===== src/eded_pkg.sv =====
// shared types and constants for the edit distance engine
// no dependencies; imported by every module of the block

package eded_pkg;

  localparam int MAX_LEN_DEF = 32;
  localparam int SYM_W       = 8;
  localparam int CMD_W       = 2;
  localparam int DIST_W      = 6;
  localparam int DIST_MAX    = 63;

  typedef enum logic [CMD_W-1:0] {
    CMD_RESET = 2'd0,
    CMD_REF   = 2'd1,
    CMD_QUERY = 2'd2
  } cmd_t;

  typedef enum logic [1:0] {
    ST_IDLE = 2'b01,
    ST_BUSY = 2'b10
  } state_t;

endpackage


===== src/edit_distance_engine_core.sv =====
// levenshtein edit distance engine: a row of MAX_LEN column cells, a query word sweeps it
// timing: reset, reference append and error words give their result in the cycle after acceptance;
//   a query word gives its result once the wave has crossed every active cell
// throughput: one word at a time, set by the wave crossing one cell per cycle
// reset: synchronous active-low rst_n empties both strings, column entry k holds k
// depends on eded_pkg and eded_cell

module edit_distance_engine_core import eded_pkg::*; #(
  parameter int MAX_LEN = MAX_LEN_DEF
) (
  input  logic              clk,
  input  logic              rst_n,
  input  logic              in_valid,
  output logic              in_ready,
  input  logic [CMD_W-1:0]  in_command,
  input  logic [SYM_W-1:0]  in_symbol,
  output logic              out_valid,
  input  logic              out_ready,
  output logic [DIST_W-1:0] out_distance,
  output logic              out_error
);

  // lengths and distances run 0..MAX_LEN
  localparam int LW = $clog2(MAX_LEN + 1);

  state_t          state_r, state_nxt;
  logic [LW-1:0]   ref_len_r, ref_len_nxt;
  logic [LW-1:0]   qlen_r, qlen_nxt;
  logic [LW-1:0]   cur_r, cur_nxt;
  logic            out_vld_r, out_vld_nxt;
  logic            err_r, err_nxt;

  logic            accept;
  cmd_t            cmd;
  logic            clear;
  logic            ref_wr;
  logic            wave_start;

  // wave taps between neighboring cells, entry 0 feeds the first cell
  logic             wv_vld  [MAX_LEN+1];
  logic [SYM_W-1:0] wv_sym  [MAX_LEN+1];
  logic [LW-1:0]    wv_diag [MAX_LEN+1];
  logic [LW-1:0]    wv_left [MAX_LEN+1];

  logic            wave_done;
  logic [LW-1:0]   wave_dist;
  logic [DIST_W+LW-1:0] cur_ext;

  assign cmd    = cmd_t'(in_command);
  assign accept = in_valid && in_ready;

  // new word only when idle and the result slot is free or being emptied
  assign in_ready = (state_r == ST_IDLE) && (!out_vld_r || out_ready);

  // result of the last active cell closes the sweep
  assign wave_done = wv_vld[ref_len_r];
  assign wave_dist = wv_left[ref_len_r];

  always_comb begin
    state_nxt   = state_r;
    ref_len_nxt = ref_len_r;
    qlen_nxt    = qlen_r;
    cur_nxt     = cur_r;
    out_vld_nxt = out_vld_r;
    err_nxt     = err_r;
    clear       = 1'b0;
    ref_wr      = 1'b0;
    wave_start  = 1'b0;

    if (out_vld_r && out_ready) begin
      out_vld_nxt = 1'b0;
    end

    unique case (state_r)
      ST_IDLE: begin
        if (accept) begin
          out_vld_nxt = 1'b1;
          err_nxt     = 1'b0;
          case (cmd)
            CMD_RESET: begin
              clear       = 1'b1;
              ref_len_nxt = '0;
              qlen_nxt    = '0;
              cur_nxt     = '0;
            end
            CMD_REF: begin
              // reference is closed once the query has begun
              if (qlen_r != '0 || ref_len_r >= LW'(MAX_LEN)) begin
                err_nxt = 1'b1;
              end else begin
                ref_wr      = 1'b1;
                ref_len_nxt = ref_len_r + LW'(1);
                cur_nxt     = ref_len_r + LW'(1);
              end
            end
            CMD_QUERY: begin
              if (qlen_r >= LW'(MAX_LEN)) begin
                err_nxt = 1'b1;
              end else begin
                qlen_nxt = qlen_r + LW'(1);
                if (ref_len_r == '0) begin
                  // empty reference: distance is the query length
                  cur_nxt = qlen_r + LW'(1);
                end else begin
                  wave_start  = 1'b1;
                  out_vld_nxt = 1'b0;
                  state_nxt   = ST_BUSY;
                end
              end
            end
            default: begin
              err_nxt = 1'b1;
            end
          endcase
        end
      end
      ST_BUSY: begin
        if (wave_done) begin
          cur_nxt     = wave_dist;
          out_vld_nxt = 1'b1;
          state_nxt   = ST_IDLE;
        end
      end
      default: begin
        state_nxt = ST_IDLE;
      end
    endcase
  end

  always_ff @(posedge clk) begin
    if (!rst_n) begin
      state_r   <= ST_IDLE;
      ref_len_r <= '0;
      qlen_r    <= '0;
      cur_r     <= '0;
      out_vld_r <= 1'b0;
      err_r     <= 1'b0;
    end else begin
      state_r   <= state_nxt;
      ref_len_r <= ref_len_nxt;
      qlen_r    <= qlen_nxt;
      cur_r     <= cur_nxt;
      out_vld_r <= out_vld_nxt;
      err_r     <= err_nxt;
    end
  end

  // first cell sees column entry 0: old value is the query length, new one is length + 1
  assign wv_vld[0]  = wave_start;
  assign wv_sym[0]  = in_symbol;
  assign wv_diag[0] = qlen_r;
  assign wv_left[0] = qlen_r + LW'(1);

  for (genvar j = 0; j < MAX_LEN; j++) begin : g_cell
    eded_cell #(
      .IDX (j),
      .LW  (LW)
    ) u_cell (
      .clk           (clk),
      .rst_n         (rst_n),
      .clear         (clear),
      .wr_en         (ref_wr),
      .wr_sym        (in_symbol),
      .ref_len       (ref_len_r),
      .wave_in_vld   (wv_vld[j]),
      .wave_in_sym   (wv_sym[j]),
      .wave_in_diag  (wv_diag[j]),
      .wave_in_left  (wv_left[j]),
      .wave_out_vld  (wv_vld[j+1]),
      .wave_out_sym  (wv_sym[j+1]),
      .wave_out_diag (wv_diag[j+1]),
      .wave_out_left (wv_left[j+1])
    );
  end

  // distance saturates at the top of the output field
  assign cur_ext      = {DIST_W'(0), cur_r};
  assign out_distance = (cur_ext > (DIST_W+LW)'(DIST_MAX)) ? DIST_W'(DIST_MAX)
                                                           : cur_ext[DIST_W-1:0];
  assign out_valid    = out_vld_r;
  assign out_error    = err_r;

endmodule


===== src/eded_cell.sv =====
// one column cell: holds a reference symbol and one distance column entry
// depends on eded_pkg; instantiated in a row by edit_distance_engine_core

module eded_cell import eded_pkg::*; #(
  parameter int IDX = 0,
  parameter int LW  = 6
) (
  input  logic             clk,
  input  logic             rst_n,
  input  logic             clear,
  input  logic             wr_en,
  input  logic [SYM_W-1:0] wr_sym,
  input  logic [LW-1:0]    ref_len,
  input  logic             wave_in_vld,
  input  logic [SYM_W-1:0] wave_in_sym,
  input  logic [LW-1:0]    wave_in_diag,
  input  logic [LW-1:0]    wave_in_left,
  output logic             wave_out_vld,
  output logic [SYM_W-1:0] wave_out_sym,
  output logic [LW-1:0]    wave_out_diag,
  output logic [LW-1:0]    wave_out_left
);

  logic [SYM_W-1:0] sym_r;
  logic [LW-1:0]    d_r;
  logic             vld_r;
  logic [SYM_W-1:0] osym_r;
  logic [LW-1:0]    odiag_r;
  logic [LW-1:0]    oleft_r;
  logic             active;
  logic [LW-1:0]    up_p1;
  logic [LW-1:0]    left_p1;
  logic [LW-1:0]    diag_c;
  logic [LW-1:0]    m1;
  logic [LW-1:0]    d_nxt;

  assign active  = LW'(IDX) < ref_len;
  assign up_p1   = d_r + LW'(1);
  assign left_p1 = wave_in_left + LW'(1);
  assign diag_c  = wave_in_diag + LW'(sym_r != wave_in_sym);
  assign m1      = (up_p1 < left_p1) ? up_p1 : left_p1;
  assign d_nxt   = (m1 < diag_c) ? m1 : diag_c;

  // reference symbol store, written once per append
  always_ff @(posedge clk) begin
    if (wr_en && ref_len == LW'(IDX)) begin
      sym_r <= wr_sym;
    end
  end

  always_ff @(posedge clk) begin
    if (!rst_n || clear) begin
      d_r   <= LW'(IDX + 1);
      vld_r <= 1'b0;
    end else begin
      vld_r <= wave_in_vld && active;
      if (wave_in_vld && active) begin
        d_r <= d_nxt;
      end
    end
  end

  // wave payload handed to the right neighbor
  always_ff @(posedge clk) begin
    if (wave_in_vld && active) begin
      osym_r  <= wave_in_sym;
      odiag_r <= d_r;
      oleft_r <= d_nxt;
    end
  end

  assign wave_out_vld  = vld_r;
  assign wave_out_sym  = osym_r;
  assign wave_out_diag = odiag_r;
  assign wave_out_left = oleft_r;

endmodule


===== config.mk =====
export PLATFORM = sky130hd
export DESIGN_NAME = edit_distance_engine_core
export DESIGN_NICKNAME = d
export VERILOG_FILES = /design/src/eded_pkg.sv /design/src/edit_distance_engine_core.sv /design/src/eded_cell.sv
export SDC_FILE = /design/constraint.sdc
export NUM_CORES = 2
export LEC_CHECK = 0
export BUFFER_PORTS_ARGS = -buffer_cell sky130_fd_sc_hd__buf_2
export CAP_MARGIN = 20
export CORE_AREA = 2 2 338 340
export DETAILED_ROUTE_END_ITERATION = 8
export DIE_AREA = 0 0 340 342
export PLACE_DENSITY = 0.76
export SLEW_MARGIN = 20
export SYNTH_ARGS = -nofsm -noshare
export SYNTH_HDL_FRONTEND = slang
export SYNTH_HIERARCHICAL = 1
export SYNTH_SLANG_ARGS = --single-unit

===== constraint.sdc =====
create_clock -name clk -period 4.3 [get_ports clk]
set_input_delay 0.645 -clock clk [delete_from_list [all_inputs] [get_ports clk]]
set_output_delay 0.645 -clock clk [all_outputs]
set_load 0.01 [all_outputs]

==> results.md <==
- Run status: completed
- Final Power: 22.4 mW
- Detailed-route DRC error count: 0
- Flop pwr share: 52.0%
- Global-route wire length before repair: 253,000 µm
- Arrival time worst endpoint: 4800 ps
- Area Overhead vs Synth: 15.1%
- Fmax: 238 MHz
- Hold Vio Cnt, Final: 0
- HPWL Detailed: 121,000 µm
- Num ports: 23
- Per-cell routed wire length: roughly 22 µm
- Clock buffer depth: 3
- Cell-internal power: 17.8 mW
- Period Utilization, post-route: 97.8%
- Pin count of the biggest net entering global routing: between 60 and 70
- Avg Cell Area, Syn: 12.0 µm²
- Detailed Route WL: 166,000 µm
- Commonest non-fill, non-tap cell in the layout: edfxtp_1
- Initial antenna violation count: 10
- Final #Nets: 6,291
- Most frequent cells in the layout: edfxtp_1 (882), xor2_1 (498), ha_1 (412), buf_4 (404), nand3_1 (367)
- Fin cells: 7,468
- CP startpoint kind: register
- Clk network pwr share: between 40% and 50%
- P_sw: 4.64 mW
- Final min period: 4210 ps
- Logic gate share of total power: 1.7%
- Worst-Skew Late Latency: 720 ps
- Maximum vdd ir drop: ~390 µV
- Final Max Tran Viols: 0
- Port buffer count: 22
- Row count: 124
- WHS: 392 ps
- CTS Buf Count: 115
- Clock sinks: 1,128
- RSZ-0062 raised after global routing: yes
- Gr ovfl total: 0
- Leakage power: 28.4 nW
- Switching Share: 20.7%
- Power density over the cells: 302 nW/µm²
- Root buf cell: clkbuf_16
- Initial DRC count: slightly below 4,000
- CTS Hold Bufs: 0
- Synthesized area: 64,400 µm²
- CTS clock-pin slew for the worst setup and hold paths: 60 ps
- Final setup viols: 0
- Crit path max fanout: 6
- DIE WIDTH: 340 µm
- Vias: approximately 46,000
- DIE AREA: roughly 120,000 µm²
- Starting density of the core: a little under three fifths
- Vias/cell: 6.17
- DR pass1 iterations: 6
- Total track usage: around 28%
- ANT nets after route: 0
- Setup Crit Path Kind: reg -> reg
- Placer Congestion: slightly above 0.9
- Worst-margin pin slew: 1030 ps
- Fraction of layout instances using a drive strength above 1: 20.5%
- Hold WC Path Type: in -> reg
- CP endpoint kind: register
- Post-synth net total: 5,804
- Max-slew headroom: 31.0%
- Fill cells: 8,202
- Mapped Cells: around 5,400
- Vias in the first global route: 44,615
- Core area: 113,000 µm²
- Max-Cap Viols: 0
- CTS HTree Levels: 3
- Yosys warns: 6
- Req. time, crit path: 4900 ps
- Placed Cells incl. Taps: 7,182
- Fin Clk Skew: between 20 and 25 ps
- CTS tree: yes
- Die height: 342 µm
-- sequential cells by signal, summed over array words and instances, names as in the netlist --
name / flops
g_cell.u_cell/wave_out_sym: 248
g_cell.u_cell/wave_out_diag: 186
qlen_r: 6
g_cell.u_cell/wave_out_vld: 32
ref_len_r: 6
state_r: 2
out_valid: 1
out_error: 1
g_cell.u_cell/d_r: 192
g_cell.u_cell/sym_r: 256
cur_r: 6
g_cell.u_cell/wave_out_left: 192
-- cell type report --
class	count	area (µm²)	area share (%)
Timing Repair Buffer	430	3230	4.36
Sequential cell	1128	31400	42.4
Multi-Input combinational cell	3857	32400	43.7
Tap cell	1512	1890	2.55
Inverter	319	1200	1.62
Clock buffer	149	3200	4.32
Clock inverter	69	764	1.03
Antenna cell	4	10.0	0.0135
-- per-stage QoR --
step / utilization, % / TNS [ps] / area (µm²) / worst slack, ps
floorplan: - / 0 / 64400 / 63.2
global placement: 60.7 / -333 / 68700 / -74.6
detailed placement: 60.7 / -325 / 68700 / -73.8
CTS: 64.2 / 0 / 72700 / 2.74
global route: 65.5 / -977 / 74100 / -72.3
finish: 65.5 / 0 / 74100 / 93.7
-- power by group through the flow --
stage / registers (mW) / clock network [mW] / logic (mW)
final: 11.6 / 10.4 / 0.392
after global routing: 11.6 / 10.9 / 0.414
after CTS: 11.6 / 10.5 / 0.371
after detailed placement: 11.9 / 0 / 0.369
after global placement: 11.9 / 0 / 0.365
after floorplan: 11.9 / 0 / 0.191
-- path summary, 6_finish.rpt --
kind | from | endpoint | slack (ps) | depth (start not counted)
max | g_cell[29].u_cell/wave_out_left[0] | g_cell[30].u_cell/d_r[2] | 90 | 18
min | in_command[1] | out_error | 390 | 3
max reg2reg | g_cell[29].u_cell/wave_out_left[0] | g_cell[30].u_cell/d_r[2] | 90 | 18
min reg2reg | g_cell[23].u_cell/d_r[4] | g_cell[23].u_cell/wave_out_diag[4] | 430 | 0
-- metal layers --
| layer | track usage, % | wire (µm) | vias up |
|---|---|---|---|
| met4 | 9.90 | 5990 | 12 |
| met5 | 0 | 68 | - |
| met2 | 46.1 | 78800 | 1833 |
| met3 | 4.09 | 12700 | 369 |
| met1 | 36.7 | 68200 | 22512 |
| li1 | - | - | 21332 |
-- timing repair --
item                                    in CTS  in global routing
cloned                                       0                  0
resized for setup                            3                210
pin swaps                                    3                 59
endpoints found under the setup margin      20                303
setup buffers                                4                 63
-- worst max-delay path, cell delays in order (launching register included) --
cell and delay [ps]:
edfxtp_1 490, ha_4 220, xnor2_2 140, ha_1 300, nand2_1 60, o21a_1 180, maj3_2 340, o21ai_4 190
mux2i_2 310, inv_2 80, ha_4 240, a21o_1 150, a21o_1 180, a21oi_2 200, and4b_1 280, a211oi_4 70
buf_6 140, mux2_4 320, o22a_1 220
Note: power is estimated with default switching activity, not from simulation.
